File: src/sv/pmls_pkg.sv
// shared types, constants and register codes for the pid motor loop
package pmls_pkg;

   // default widths of the sensor path and the integral accumulator
   localparam int SENSOR_WIDTH_DEF   = 16;
   localparam int INTEGRAL_WIDTH_DEF = 32;

   // fixed field widths
   localparam int GAIN_WIDTH        = 8;
   localparam int WINDOW_WIDTH      = 16;
   localparam int DRIVE_MAX_WIDTH   = 7;
   localparam int DRIVE_WIDTH       = 8;
   localparam int SETTLE_WIDTH      = 16;
   localparam int CSR_INDEX_WIDTH   = 4;
   localparam int CSR_DATA_WIDTH    = 16;

   // drive at or below this level may stop the loop once settled
   localparam int STOP_DRIVE_LEVEL  = 4;

   // settle counter ceiling
   localparam logic [SETTLE_WIDTH-1:0] SETTLE_COUNT_MAX = '1;

   // register reset values
   localparam logic [GAIN_WIDTH-1:0]         GAIN_P_RESET      = 8'd8;
   localparam logic [GAIN_WIDTH-1:0]         GAIN_I_RESET      = 8'd0;
   localparam logic [GAIN_WIDTH-1:0]         GAIN_D_RESET      = 8'd55;
   localparam logic [WINDOW_WIDTH-1:0]       WINDOW_RESET      = 16'd50;
   localparam logic [DRIVE_MAX_WIDTH-1:0]    DRIVE_MAX_RESET   = 7'd127;
   localparam logic signed [DRIVE_WIDTH-1:0] DRIVE_MIN_RESET   = -8'sd127;
   localparam logic [SETTLE_WIDTH-1:0]       SETTLE_RESET      = 16'd500;

   typedef enum logic {
      ACTION_START = 1'b0,
      ACTION_TICK  = 1'b1
   } action_type;

   typedef enum logic [CSR_INDEX_WIDTH-1:0] {
      CSR_GAIN_P          = 4'd0,
      CSR_GAIN_I          = 4'd1,
      CSR_GAIN_D          = 4'd2,
      CSR_INTEGRAL_WINDOW = 4'd3,
      CSR_DRIVE_MAX       = 4'd4,
      CSR_DRIVE_MIN       = 4'd5,
      CSR_SETTLE_TICKS    = 4'd6,
      CSR_INVERT_ERROR    = 4'd7
   } csr_index_type;

   typedef struct packed {
      logic [GAIN_WIDTH-1:0]         gain_p;
      logic [GAIN_WIDTH-1:0]         gain_i;
      logic [GAIN_WIDTH-1:0]         gain_d;
      logic [WINDOW_WIDTH-1:0]       integral_window;
      logic [DRIVE_MAX_WIDTH-1:0]    drive_max;
      logic signed [DRIVE_WIDTH-1:0] drive_min;
      logic [SETTLE_WIDTH-1:0]       settle_ticks;
      logic                          invert_error;
   } cfg_type;

endpackage

File: src/sv/pid_motor_loop_with_settle_stop.sv
// top level of one pid motor loop channel with settle-time stop
//
// channel  direction  ports                                   beat
// req      in         req_valid req_stall req_action/setpoint  one start or tick item
//                     req_measured
// rsp      out        rsp_valid rsp_stall rsp_drive            one result per req beat
//                     rsp_running
// csr      in         csr_write_en csr_index csr_wdata         one register write
//
// one req beat per cycle without rsp_stall; items pass input then result register
// the critical path is integral add and saturate, the gain multiplies and the clamp
// reset is synchronous and active high; registers return to defaults, loop idle
// rsp_stall holds the result register and, with an item waiting, stalls req
// csr writes are expected only with no item in flight
module pid_motor_loop_with_settle_stop #(
   parameter int SENSOR_WIDTH   = pmls_pkg::SENSOR_WIDTH_DEF,
   parameter int INTEGRAL_WIDTH = pmls_pkg::INTEGRAL_WIDTH_DEF
) (
   input  logic                                    clock,
   input  logic                                    reset,
   // item channel
   input  logic                                    req_valid,
   output logic                                    req_stall,
   input  pmls_pkg::action_type                    req_action,
   input  logic signed [SENSOR_WIDTH-1:0]          req_setpoint,
   input  logic signed [SENSOR_WIDTH-1:0]          req_measured,
   // result channel
   output logic                                    rsp_valid,
   input  logic                                    rsp_stall,
   output logic signed [pmls_pkg::DRIVE_WIDTH-1:0] rsp_drive,
   output logic                                    rsp_running,
   // register writes
   input  logic                                    csr_write_en,
   input  logic [pmls_pkg::CSR_INDEX_WIDTH-1:0]    csr_index,
   input  logic [pmls_pkg::CSR_DATA_WIDTH-1:0]     csr_wdata
);
   import pmls_pkg::*;

   cfg_type              cfg;
   action_type           stage_action;
   logic signed [SENSOR_WIDTH+1:0] stage_err;
   logic                 stage_integ_ok;

   // valid bits of the input register and the result register
   logic stage_valid_ff, stage_valid_in;
   logic rsp_valid_ff, rsp_valid_in;

   logic out_free;
   logic advance;
   logic accept;

   // result register frees up when empty or being taken this cycle
   assign out_free  = !rsp_valid_ff || !rsp_stall;
   assign advance   = stage_valid_ff && out_free;
   assign req_stall = stage_valid_ff && !out_free;
   assign accept    = req_valid && !req_stall;

   always_comb begin
      stage_valid_in = accept ? 1'b1 : (advance ? 1'b0 : stage_valid_ff);
      if (advance) begin
         rsp_valid_in = 1'b1;
      end else if (!rsp_stall) begin
         rsp_valid_in = 1'b0;
      end else begin
         rsp_valid_in = rsp_valid_ff;
      end
   end

   always_ff @(posedge clock) begin
      if (reset) begin
         stage_valid_ff <= 1'b0;
         rsp_valid_ff   <= 1'b0;
      end else begin
         stage_valid_ff <= stage_valid_in;
         rsp_valid_ff   <= rsp_valid_in;
      end
   end

   pmls_csr u_csr (
      .clock        (clock),
      .reset        (reset),
      .csr_write_en (csr_write_en),
      .csr_index    (csr_index),
      .csr_wdata    (csr_wdata),
      .cfg          (cfg)
   );

   // error and window test land in the input register
   pmls_front #(
      .SENSOR_WIDTH (SENSOR_WIDTH)
   ) u_front (
      .clock      (clock),
      .load       (accept),
      .action     (req_action),
      .setpoint   (req_setpoint),
      .measured   (req_measured),
      .cfg        (cfg),
      .action_q   (stage_action),
      .err_q      (stage_err),
      .integ_ok_q (stage_integ_ok)
   );

   // loop state updates as the item moves into the result register
   pmls_core #(
      .SENSOR_WIDTH   (SENSOR_WIDTH),
      .INTEGRAL_WIDTH (INTEGRAL_WIDTH)
   ) u_core (
      .clock    (clock),
      .reset    (reset),
      .advance  (advance),
      .action   (stage_action),
      .err      (stage_err),
      .integ_ok (stage_integ_ok),
      .cfg      (cfg),
      .drive    (rsp_drive),
      .running  (rsp_running)
   );

   assign rsp_valid = rsp_valid_ff;

endmodule

File: src/sv/pmls_csr.sv
// configuration register file of the pid motor loop
module pmls_csr (
   input  logic                                  clock,
   input  logic                                  reset,
   input  logic                                  csr_write_en,
   input  logic [pmls_pkg::CSR_INDEX_WIDTH-1:0]  csr_index,
   input  logic [pmls_pkg::CSR_DATA_WIDTH-1:0]   csr_wdata,
   output pmls_pkg::cfg_type                     cfg
);
   import pmls_pkg::*;

   cfg_type cfg_ff;
   cfg_type cfg_in;

   always_comb begin
      cfg_in = cfg_ff;
      if (csr_write_en) begin
         case (csr_index)
            CSR_GAIN_P:          cfg_in.gain_p          = csr_wdata[GAIN_WIDTH-1:0];
            CSR_GAIN_I:          cfg_in.gain_i          = csr_wdata[GAIN_WIDTH-1:0];
            CSR_GAIN_D:          cfg_in.gain_d          = csr_wdata[GAIN_WIDTH-1:0];
            CSR_INTEGRAL_WINDOW: cfg_in.integral_window = csr_wdata[WINDOW_WIDTH-1:0];
            CSR_DRIVE_MAX:       cfg_in.drive_max       = csr_wdata[DRIVE_MAX_WIDTH-1:0];
            CSR_DRIVE_MIN:       cfg_in.drive_min       = signed'(csr_wdata[DRIVE_WIDTH-1:0]);
            CSR_SETTLE_TICKS:    cfg_in.settle_ticks    = csr_wdata[SETTLE_WIDTH-1:0];
            CSR_INVERT_ERROR:    cfg_in.invert_error    = csr_wdata[0];
            default:             cfg_in = cfg_ff;
         endcase
      end
   end

   always_ff @(posedge clock) begin
      if (reset) begin
         cfg_ff.gain_p          <= GAIN_P_RESET;
         cfg_ff.gain_i          <= GAIN_I_RESET;
         cfg_ff.gain_d          <= GAIN_D_RESET;
         cfg_ff.integral_window <= WINDOW_RESET;
         cfg_ff.drive_max       <= DRIVE_MAX_RESET;
         cfg_ff.drive_min       <= DRIVE_MIN_RESET;
         cfg_ff.settle_ticks    <= SETTLE_RESET;
         cfg_ff.invert_error    <= 1'b0;
      end else begin
         cfg_ff <= cfg_in;
      end
   end

   assign cfg = cfg_ff;

endmodule

File: src/sv/pmls_front.sv
// input stage: error, window test and the input register
module pmls_front #(
   parameter int SENSOR_WIDTH = pmls_pkg::SENSOR_WIDTH_DEF
) (
   input  logic                           clock,
   input  logic                           load,
   input  pmls_pkg::action_type           action,
   input  logic signed [SENSOR_WIDTH-1:0] setpoint,
   input  logic signed [SENSOR_WIDTH-1:0] measured,
   input  pmls_pkg::cfg_type              cfg,
   output pmls_pkg::action_type           action_q,
   output logic signed [SENSOR_WIDTH+1:0] err_q,
   output logic                           integ_ok_q
);
   import pmls_pkg::*;

   localparam int EW = SENSOR_WIDTH + 2;
   localparam int MW = (EW > WINDOW_WIDTH) ? EW : WINDOW_WIDTH;

   logic signed [EW-1:0] diff_w;
   logic signed [EW-1:0] err_w;
   logic        [EW-1:0] mag_w;
   logic                 in_window_w;

   action_type           action_ff;
   logic signed [EW-1:0] err_ff;
   logic                 integ_ok_ff;
   logic                 integ_ok_in;

   always_comb begin
      diff_w      = EW'(measured) - EW'(setpoint);
      err_w       = cfg.invert_error ? -diff_w : diff_w;
      mag_w       = err_w[EW-1] ? unsigned'(-err_w) : unsigned'(err_w);
      in_window_w = MW'(mag_w) < MW'(cfg.integral_window);
      integ_ok_in = (cfg.gain_i != '0) && in_window_w;
   end

   // payload only, valid lives in the top level
   always_ff @(posedge clock) begin
      if (load) begin
         action_ff   <= action;
         err_ff      <= err_w;
         integ_ok_ff <= integ_ok_in;
      end
   end

   assign action_q   = action_ff;
   assign err_q      = err_ff;
   assign integ_ok_q = integ_ok_ff;

endmodule

File: src/sv/pmls_core.sv
// loop state, pid sum, clamp, settle stop and the result register
module pmls_core #(
   parameter int SENSOR_WIDTH   = pmls_pkg::SENSOR_WIDTH_DEF,
   parameter int INTEGRAL_WIDTH = pmls_pkg::INTEGRAL_WIDTH_DEF
) (
   input  logic                                   clock,
   input  logic                                   reset,
   input  logic                                   advance,
   input  pmls_pkg::action_type                   action,
   input  logic signed [SENSOR_WIDTH+1:0]         err,
   input  logic                                   integ_ok,
   input  pmls_pkg::cfg_type                      cfg,
   output logic signed [pmls_pkg::DRIVE_WIDTH-1:0] drive,
   output logic                                   running
);
   import pmls_pkg::*;

   localparam int EW = SENSOR_WIDTH + 2;
   localparam int IW = INTEGRAL_WIDTH;
   localparam int SW = ((IW > EW) ? IW : EW) + 1;
   localparam int PW = EW + GAIN_WIDTH + 1;
   localparam int DW_D = EW + GAIN_WIDTH + 2;
   localparam int IPW = IW + GAIN_WIDTH + 1;
   localparam int DW = (((EW + 10) > (IW + 9)) ? (EW + 10) : (IW + 9)) + 2;

   localparam logic signed [SW-1:0] SUM_MAX = {{(SW-IW+1){1'b0}}, {(IW-1){1'b1}}};
   localparam logic signed [SW-1:0] SUM_MIN = ~SUM_MAX;
   localparam logic signed [IW-1:0] INT_MAX = {1'b0, {(IW-1){1'b1}}};
   localparam logic signed [IW-1:0] INT_MIN = {1'b1, {(IW-1){1'b0}}};

   logic signed [IW-1:0]         integral_ff, integral_in;
   logic signed [EW-1:0]         prev_err_ff, prev_err_in;
   logic [SETTLE_WIDTH-1:0]      settle_ff, settle_in;
   logic                         active_ff, active_in;
   logic signed [DRIVE_WIDTH-1:0] drive_ff, drive_in;
   logic                         running_ff, running_in;

   logic signed [SW-1:0]   isum_w;
   logic signed [IW-1:0]   isat_w;
   logic signed [IW-1:0]   inew_w;
   logic signed [EW:0]     deriv_w;
   logic signed [PW-1:0]   p_term_w;
   logic signed [DW_D-1:0] d_term_w;
   logic signed [IPW-1:0]  i_term_w;
   logic signed [DW-1:0]   pid_w;
   logic signed [DW-1:0]   upper_w;
   logic signed [DW-1:0]   lower_w;
   logic signed [DW-1:0]   hi_clamp_w;
   logic signed [DW-1:0]   clamp_w;
   logic [SETTLE_WIDTH-1:0] settle_next_w;
   logic                   stop_w;

   // integral with saturation, cleared outside the window or when the I gain is zero
   always_comb begin
      isum_w = SW'(integral_ff) + SW'(err);
      if (isum_w > SUM_MAX) begin
         isat_w = INT_MAX;
      end else if (isum_w < SUM_MIN) begin
         isat_w = INT_MIN;
      end else begin
         isat_w = isum_w[IW-1:0];
      end
      inew_w = integ_ok ? isat_w : '0;
   end

   // three products in parallel, then sum and clamp
   always_comb begin
      deriv_w    = (EW+1)'(err) - (EW+1)'(prev_err_ff);
      p_term_w   = PW'($signed({1'b0, cfg.gain_p})) * PW'(err);
      d_term_w   = DW_D'($signed({1'b0, cfg.gain_d})) * DW_D'(deriv_w);
      i_term_w   = IPW'($signed({1'b0, cfg.gain_i})) * IPW'(inew_w);
      pid_w      = DW'(p_term_w) + DW'(d_term_w) + DW'(i_term_w);
      upper_w    = DW'($signed({1'b0, cfg.drive_max}));
      lower_w    = DW'(cfg.drive_min);
      hi_clamp_w = (pid_w > upper_w) ? upper_w : pid_w;
      clamp_w    = (hi_clamp_w < lower_w) ? lower_w : hi_clamp_w;
   end

   // settle counter and stop test
   always_comb begin
      if ((settle_ff <= cfg.settle_ticks) && (settle_ff != SETTLE_COUNT_MAX)) begin
         settle_next_w = settle_ff + 1'b1;
      end else begin
         settle_next_w = settle_ff;
      end
      stop_w = (settle_next_w >= cfg.settle_ticks)
            && (clamp_w <= DW'(STOP_DRIVE_LEVEL));
   end

   always_comb begin
      integral_in = integral_ff;
      prev_err_in = prev_err_ff;
      settle_in   = settle_ff;
      active_in   = active_ff;
      drive_in    = drive_ff;
      running_in  = running_ff;
      if (advance) begin
         if (action == ACTION_START) begin
            active_in  = 1'b1;
            settle_in  = '0;
            drive_in   = '0;
            running_in = 1'b1;
         end else if (!active_ff) begin
            drive_in   = '0;
            running_in = 1'b0;
         end else begin
            integral_in = inew_w;
            prev_err_in = err;
            settle_in   = settle_next_w;
            active_in   = !stop_w;
            drive_in    = clamp_w[DRIVE_WIDTH-1:0];
            running_in  = !stop_w;
         end
      end
   end

   always_ff @(posedge clock) begin
      if (reset) begin
         integral_ff <= '0;
         prev_err_ff <= '0;
         settle_ff   <= '0;
         active_ff   <= 1'b0;
      end else begin
         integral_ff <= integral_in;
         prev_err_ff <= prev_err_in;
         settle_ff   <= settle_in;
         active_ff   <= active_in;
      end
   end

   // result payload
   always_ff @(posedge clock) begin
      drive_ff   <= drive_in;
      running_ff <= running_in;
   end

   assign drive   = drive_ff;
   assign running = running_ff;

endmodule

File: config.mk
export PLATFORM = sky130hd
export DESIGN_NAME = pid_motor_loop_with_settle_stop
export DESIGN_NICKNAME = d
export VERILOG_FILES = /design/src/sv/pmls_pkg.sv /design/src/sv/pid_motor_loop_with_settle_stop.sv /design/src/sv/pmls_csr.sv /design/src/sv/pmls_front.sv /design/src/sv/pmls_core.sv
export SDC_FILE = /design/constraint.sdc
export NUM_CORES = 2
export LEC_CHECK = 0
export BUFFER_PORTS_ARGS = -buffer_cell sky130_fd_sc_hd__buf_2
export CORE_ASPECT_RATIO = 0.5
export CORE_MARGIN = 3
export CORE_UTILIZATION = 47
export CTS_CLUSTER_DIAMETER = 120
export DETAILED_ROUTE_END_ITERATION = 16
export PLACE_DENSITY = 0.69
export SLEW_MARGIN = 10
export SYNTH_ARGS = -nofsm -noshare
export SYNTH_HDL_FRONTEND = slang
export SYNTH_SLANG_ARGS = --single-unit
File: constraint.sdc
create_clock -name clock -period 15.55 [get_ports clock]
set_input_delay 1.555 -clock clock [delete_from_list [all_inputs] [get_ports clock]]
set_output_delay 1.555 -clock clock [all_outputs]
set_load 0.1 [all_outputs]
**After elaboration in Yosys (flattened, before gate mapping)**

Cells that the tools add are included.

- Output and inout bits: 11
- Register bits: 170
- Bits of input ports: 58
- Logic and storage cells: 90

- $mul: 3
- Equal/unequal tests: 10
- Magnitude comparators: 8
- $add $sub $neg: 8
- Reductions and logical operators: 26
- Multiplexer cells: 16

Operators with widths:

| kind | number |
|---|---|
| 32-bit two-way mux | 3 |
| 43-bit two-way mux | 2 |
| 16-bit two-way mux | 3 |
| 43-bit by 8-bit > comparator with 1-bit output | 1 |
| 43-bit by 4-bit less-or-equal comparator with 1-bit output (second input constant) | 1 |
| 43-bit by 8-bit less-than comparator with 1-bit output | 1 |
| 29-bit by 41-bit adder with 42-bit output | 1 |
| 9-bit by 32-bit multiplier with 41-bit output | 1 |
| 18-bit two-way mux | 2 |
| 18-bit negation | 2 |
| 32-bit by 18-bit adder with 33-bit output | 1 |
| 33-bit by 32-bit > comparator with 1-bit output (second input constant) | 1 |
| 33-bit by 32-bit less-than comparator with 1-bit output (second input constant) | 1 |
| 27-bit by 28-bit adder with 29-bit output | 1 |
| 9-bit by 19-bit multiplier with 28-bit output | 1 |
| 9-bit by 18-bit multiplier with 27-bit output | 1 |
| 2-bit AND reduction | 10 |
| 18-bit by 18-bit subtractor with 19-bit output | 1 |
| 18-bit by 16-bit less-than comparator with 1-bit output | 1 |
| 16-bit by 16-bit subtractor with 17-bit output | 1 |
| 16-bit by 1-bit adder with 16-bit output (second input constant) | 1 |
| 4-bit by 3-bit equality test with 1-bit output (second input constant) | 4 |
| 16-bit >= comparator | 1 |
| 16-bit less-or-equal comparator | 1 |
| 12 further kinds | 28 |

**Logic depth before layout (Yosys ltp)**

- Word-level depth: 16
- Gate-level depth with buffers: 62
- Mapped depth without buffers: 58

**Cells and area by module**

A second synthesis with hierarchy kept.

- Cells, all modules: 4,376
- Area total of the unflattened synthesis: 36,864.1 um^2

Modules (own cells, without submodules):

| module | area an instance (um^2) | cells each | instances | seq. area each (um^2) |
|---|---|---|---|---|
| pmls_core | 31,062.3 | 3,752 | 1 | 1,611.5 |
| pmls_csr | 2,869.0 | 272 | 1 | 1,441.4 |
| pmls_front | 2,846.5 | 342 | 1 | 600.6 |
| pid_motor_loop_with_settle_stop | 86.3 | 10 | 1 | 40.0 |

**Least setup slack after synthesis**

Ideal clock, no wire load.

- Path type: register to register
- Start point: register u_front.err_ff[0], in the netlist u_front.err_q[0]
- End point: register u_core.running_ff, in the netlist u_core.running (data pin)
- Path slack: 1.442 ns
- Path buffers: 3
- Setup time: 0.265 ns
- Required time: 15.285 ns
- Clock period less this slack: 14.108 ns
- Arrival: 13.843 ns
- Stages on the path, launching flop included: 56
- Cells stage by stage: edfxtp_1 clkbuf_1 inv_1 ha_1 inv_1 fa_1 a21o_1 a21oi_1 o21ai_0 a21oi_1 o21ai_0 a21oi_1 nor2b_1 o31ai_1 a21oi_1 a211o_1 a211oi_1 mux2_2 (+20 left out) xor2_2 inv_1 clkbuf_1 nor2_2 mux2_2 ha_1 a21o_1 a21o_1 a21o_1 a21o_1 a21o_1 a21oi_1 nor2b_1 a2111oi_0 nand3_1 o31ai_4 mux2i_1 a2bb2oi_1

- Longest elaborated chain between the ends: 16
- Elaborated cells on any way between the ends: 21
- Those cells by class: 4 x add/sub; 3 x mul; 5 x order compare; 7 x mux; 2 x reduce/logical

RTL lines:

| element | line | source |
|---|---|---|
| start: declaration | pmls_front.sv:26 | `logic signed [EW-1:0] err_ff;` |
| start signal: assignment | pmls_front.sv:42 | `err_ff <= err_w;` |
| 32-bit by 18-bit adder with 33-bit output | pmls_core.sv:55 | `isum_w = SW'(integral_ff) + SW'(err);` |
| 33-bit by 32-bit less-than comparator with 1-bit output | pmls_core.sv:58 | `end else if (isum_w < SUM_MIN) begin` |
| 32-bit two-way mux | pmls_core.sv:58 |  |
| 32-bit two-way mux | pmls_core.sv:56 | `if (isum_w > SUM_MAX) begin` |
| 32-bit two-way mux | pmls_core.sv:63 | `inew_w = integ_ok ? isat_w : '0;` |
| 9-bit by 32-bit multiplier with 41-bit output | pmls_core.sv:71 | `i_term_w = IPW'($signed({1'b0, cfg.gain_i})) * IPW'(inew_w);` |
| 29-bit by 41-bit adder with 42-bit output * | pmls_core.sv:72 | `pid_w = DW'(p_term_w) + DW'(d_term_w) + DW'(i_term_w);` |
| 43-bit by 8-bit > comparator with 1-bit output | pmls_core.sv:75 | `hi_clamp_w = (pid_w > upper_w) ? upper_w : pid_w;` |
| 43-bit two-way mux * | pmls_core.sv:75 |  |
| 43-bit by 8-bit less-than comparator with 1-bit output | pmls_core.sv:76 | `clamp_w = (hi_clamp_w < lower_w) ? lower_w : hi_clamp_w;` |
| 43-bit two-way mux * | pmls_core.sv:76 |  |
| 43-bit by 4-bit less-or-equal comparator with 1-bit output * | pmls_core.sv:87 | `&& (clamp_w <= DW'(STOP_DRIVE_LEVEL));` |
| 1-bit logical AND * | pmls_core.sv:87 |  |
| 1-bit logical NOT * | pmls_core.sv:112 | `running_in = !stop_w;` |
| 1-bit two-way mux * | pmls_core.sv:103 | `end else if (!active_ff) begin` |
| 1-bit two-way mux * | n/a |  |
| end signal: assignment | pmls_core.sv:134 | `running_ff <= running_in;` |
| end: declaration | pmls_core.sv:36 | `logic running_ff, running_in;` |

Every way passes the cells marked *; elsewhere a longest branch is shown, timed or not.
A chain may end at the register's enable or synchronous reset.

**Final worst setup path**

- Start point: register u_front.err_ff[1], in the netlist u_front.err_q[1]
- End point: register u_core.drive_ff[3], in the netlist u_core.drive[3] (data pin)

- Longest elaborated chain between the ends: 11
- Elaborated cells on any way between the ends: 16
- Those cells by class: 4 x add/sub; 3 x mul; 4 x order compare; 5 x mux

RTL lines:

| element | line | source |
|---|---|---|
| 32-bit by 18-bit adder with 33-bit output | pmls_core.sv:55 |  |
| 33-bit by 32-bit less-than comparator with 1-bit output | pmls_core.sv:58 |  |
| 32-bit two-way mux | pmls_core.sv:58 |  |
| 32-bit two-way mux | pmls_core.sv:56 |  |
| 32-bit two-way mux | pmls_core.sv:63 |  |
| 9-bit by 32-bit multiplier with 41-bit output | pmls_core.sv:71 |  |
| 29-bit by 41-bit adder with 42-bit output * | pmls_core.sv:72 |  |
| 43-bit by 8-bit > comparator with 1-bit output | pmls_core.sv:75 |  |
| 43-bit two-way mux * | pmls_core.sv:75 |  |
| 43-bit by 8-bit less-than comparator with 1-bit output | pmls_core.sv:76 |  |
| 43-bit two-way mux * | pmls_core.sv:76 |  |
| end signal: assignment | pmls_core.sv:133 | `drive_ff <= drive_in;` |
| end: declaration | pmls_core.sv:35 | `logic signed [DRIVE_WIDTH-1:0] drive_ff, drive_in;` |

Marked as above.

==> results.txt <==
* Status: completed
- Clock skew on the completed layout was measured at between 20 and 25 ps.
- Mean instance size in the synthesized netlist: 8.36 um2
- Count of H-tree levels built during CTS: 4
- Minimum hold slack: 456 ps
* Number of nets in the finished design: 5323
- Net Count, Synth: 5278
* Setup violation total in the final timing report: 0
- Entering global routing, the biggest net connects 90 pins.
- After detailed routing, the number of vias per cell comes to 5.39.
- At the worst endpoint, the required time is around 16000 ps.
- Along the worst hold path, the cell count comes to 2.
- The hold violation total from the final report was 0.
* Setup repair after global routing missed its margin: no
- Of the post-synthesis cell area, the dominant cell type holds 0.343.
- Number of buffers inserted for hold repair after clock tree synthesis: 0
- In this run the clock root is driven by a sky130_fd_sc_hd__clkbuf_16.
* Clock latency reported for the late side of the worst-skew pair: 470 ps
- CTS Buf Count: 17
- Detailed-placement wirelength estimate: 85300 um
* Initial antenna violation count: 4
- FF+latch count, synth: 170
* Congestion Overflow GR: 0
* Part of the cycle the worst path needs: 0.952
* Peak per-stage delay on the critical path: 640 ps
- The initial utilization of the core area, before any placement, comes to 0.483.
- Leading register cell type out of synthesis: sky130_fd_sc_hd__dfxtp_1
- TritonCTS built the clock tree.
- Summing every instance area after synthesis gives 0.0358 mm2.
* Most instantiated cells after synthesis: sky130_fd_sc_hd__inv_1, sky130_fd_sc_hd__fa_1, sky130_fd_sc_hd__nand2_1
* Share of final-layout standard cells stronger than drive strength 1: 0.0617
- Synthesis-to-finish area growth: 7.25%
* Worst slew margin relative to its limit: 0.186
- WP data arrival: approximately 15000 ps
- DIE AREA: 0.0797 mm2
- In the global route stage, overall resource usage came out at 0.260.
- Slowest cell on the critical path: sky130_fd_sc_hd__o211ai_1
* Pre-CTS setup slack: -30.8 ps
- The share of the Yosys chip area taken by registers is 0.103.
* Fill cell count: 7001
- Worst setup margin: between 700 and 800 ps
* Via count of the first global-routing pass: 29200
- Number of placed instances with taps included: 5314
- Total number of placement rows: 70
* Hold Startpoint: u_csr.cfg[34]
- The path with the worst hold slack has its endpoint at u_csr.cfg[34].
* Number of buffers on the longest clock path: 2
- CTS Sinks: 170
- After floorplanning, the core was sized to cover ~0.074 mm2.
- FF-to-FF setup slack: between 700 and 800 ps
- Counting every instance in the synthesized netlist gives 4284.
- The worst register-to-register path ends at u_core.drive[3].
- In this run the remaining antenna-violating nets after routing total 0.
- Counting flops with an async set or reset pin after synthesis yields a share of 0.
- Depth of the worst register-to-register path: 56
* Top fanout value on the critical path: 20
- In the final routed layout, each cell accounts on average for 19.2 um.
* Synth area leader: sky130_fd_sc_hd__fa_1
* Largest cells by area after synthesis: sky130_fd_sc_hd__fa_1, sky130_fd_sc_hd__ha_1, sky130_fd_sc_hd__inv_1
- Counting flops with a built-in enable in the synthesized netlist gives 29.
- Routability-driven placement finished with a final weighted congestion of 0.977.
- Startpoint of the worst-slack reg-to-reg timing path: u_front.err_q[1]
- Among all cell types in the netlist, the one instantiated most often is sky130_fd_sc_hd__inv_1.
- The number of max-slew violations in the final report is 0.
* Critical Path Source Type: register
- Total wire length: 103000 um
* Finished Core Util: 0.518
- From left edge to right edge, the die measures 396 um.
- The cell that appears most often on the critical path is sky130_fd_sc_hd__fa_1.
- First-pass GRT wire length: 162000 um
- For this run, design rule violations remaining after detail routing come to 0.
* Yosys cell types: 87
- The worst hold path belongs to the class register to register.
- Post-route minimum period: 14800 ps
- Based on the critical path, the design can be clocked at up to just under 70 MHz.
- Type of destination of the critical path: register
- After clock tree synthesis, the clock-pin slew on the worst setup and hold paths is 80 ps.
- Vias: 28900
- Vertical extent of the die: between 200 and 250 um
- Worst slew pin tran: around 1200 ps
- Path type of the worst setup path: register to register
- roughly 70 I/O pins were placed.
* Number of non-filler instances in the completed layout: approximately 5400
- Yosys printed 0 warnings.
- Input and output buffers added on the ports amount to 68.
* Number of max-cap violations: 0
- The first detailed-routing pass took 6 iterations.
* Violation count after the first detailed-routing iteration: about 2500
registers in the layout, indices dropped and copies added (netlist names), 8 cells and up:
register and count:
u_csr.cfg 72, u_core.prev_err_ff 18, u_front.err_q 18, u_core.drive 8
u_core.settle_ff 16, u_core.integral_ff 32
worst max-delay path: cells and delay by family (launching register included):
family	cells	cell delay, ps
mux	2	590
fa+ha+maj	10	4600
compound gates	22	5850
flops	1	430
buf+inv	11	1430
simple gates	9	1160
xor+xnor	2	500
layout make-up:
class | instances | area, um2 | area share
Tap cell | 1008 | 1260 | 0.0329
Timing Repair Buffer | 175 | 1170 | 0.0304
Clock inverter | 10 | 95.1 | 0.00248
Multi-Input combinational cell | 2940 | 27800 | 0.725
Antenna cell | 3 | 7.51 | 0.000196
Sequential cell | 170 | 3700 | 0.0965
Clock buffer | 21 | 493 | 0.0128
Inverter | 1025 | 3850 | 0.100
stage by stage:
stage	TNS [ps]	instance area (um2)
floorplan	0	35800
global placement	0	37600
detailed placement	-30.8	37600
CTS	0	38200
global route	0	38400
finish	0	38400
metal layers:
layer	routed length [um]	GRT usage	vias to the layer above	part of all wire
met4	2910	0.0700	0	0.028
met1	45800	0.369	14300	0.44
li1	-	-	13300	-
met2	42400	0.374	1120	0.41
met3	11800	0.0917	130	0.12
met5	0	0	-	0
cells by family (layout without fill, tap and decap cells):
logic type	count (synthesis)	count (layout)	synth area share
AO/OA/AOI/OAI	599	599	0.109
XOR/XNOR	128	128	0.0315
adder cells (fa/ha/maj)	936	936	0.456
buffers and inverters	1174	1231	0.124
flip-flops	170	170	0.103
multiplexers	39	39	0.0112
other	0	3	0
AND/OR/NAND/NOR	1238	1238	0.165
cell usage in the layout, fill, tap and decap left out, drive strengths merged, types with 23 or more instances in the layout:
cell type  count
nand2        500
nand2b        25
or3           23
nand4         26
nand3         40
fa           614
a211o         31
xor2          37
a211oi        33
inv         1032
dfxtp        141
xnor2         91
o211ai        24
and2         216
nor2         220
edfxtp        29
ha           322
a21o          50
nor3          53
nor2b         64
o21a          36
o21ai        130
and3          29
mux2i         31
buf          174
a21oi        174
worst max path at each step:
| stage | start | end |
|---|---|---|
| after floorplan | u_front.err_q[0] | u_core.running |
| after global routing | u_front.err_q[0] | u_core.drive[3] |
| after detailed placement | u_front.err_q[0] | u_core.drive[3] |
| final | u_front.err_q[1] | u_core.drive[3] |
| after CTS | u_front.err_q[0] | u_core.drive[3] |
| after global placement | u_front.err_q[0] | u_core.drive[3] |
repair_timing:
action,in CTS,in global routing
pin swaps,0,1
setup endpoints to repair,7,10
setup buffers,0,4
resized for setup,1,24
Power is not shown: default switching activity piles up to over one toggle a cycle in this logic, so the estimate is an artifact.
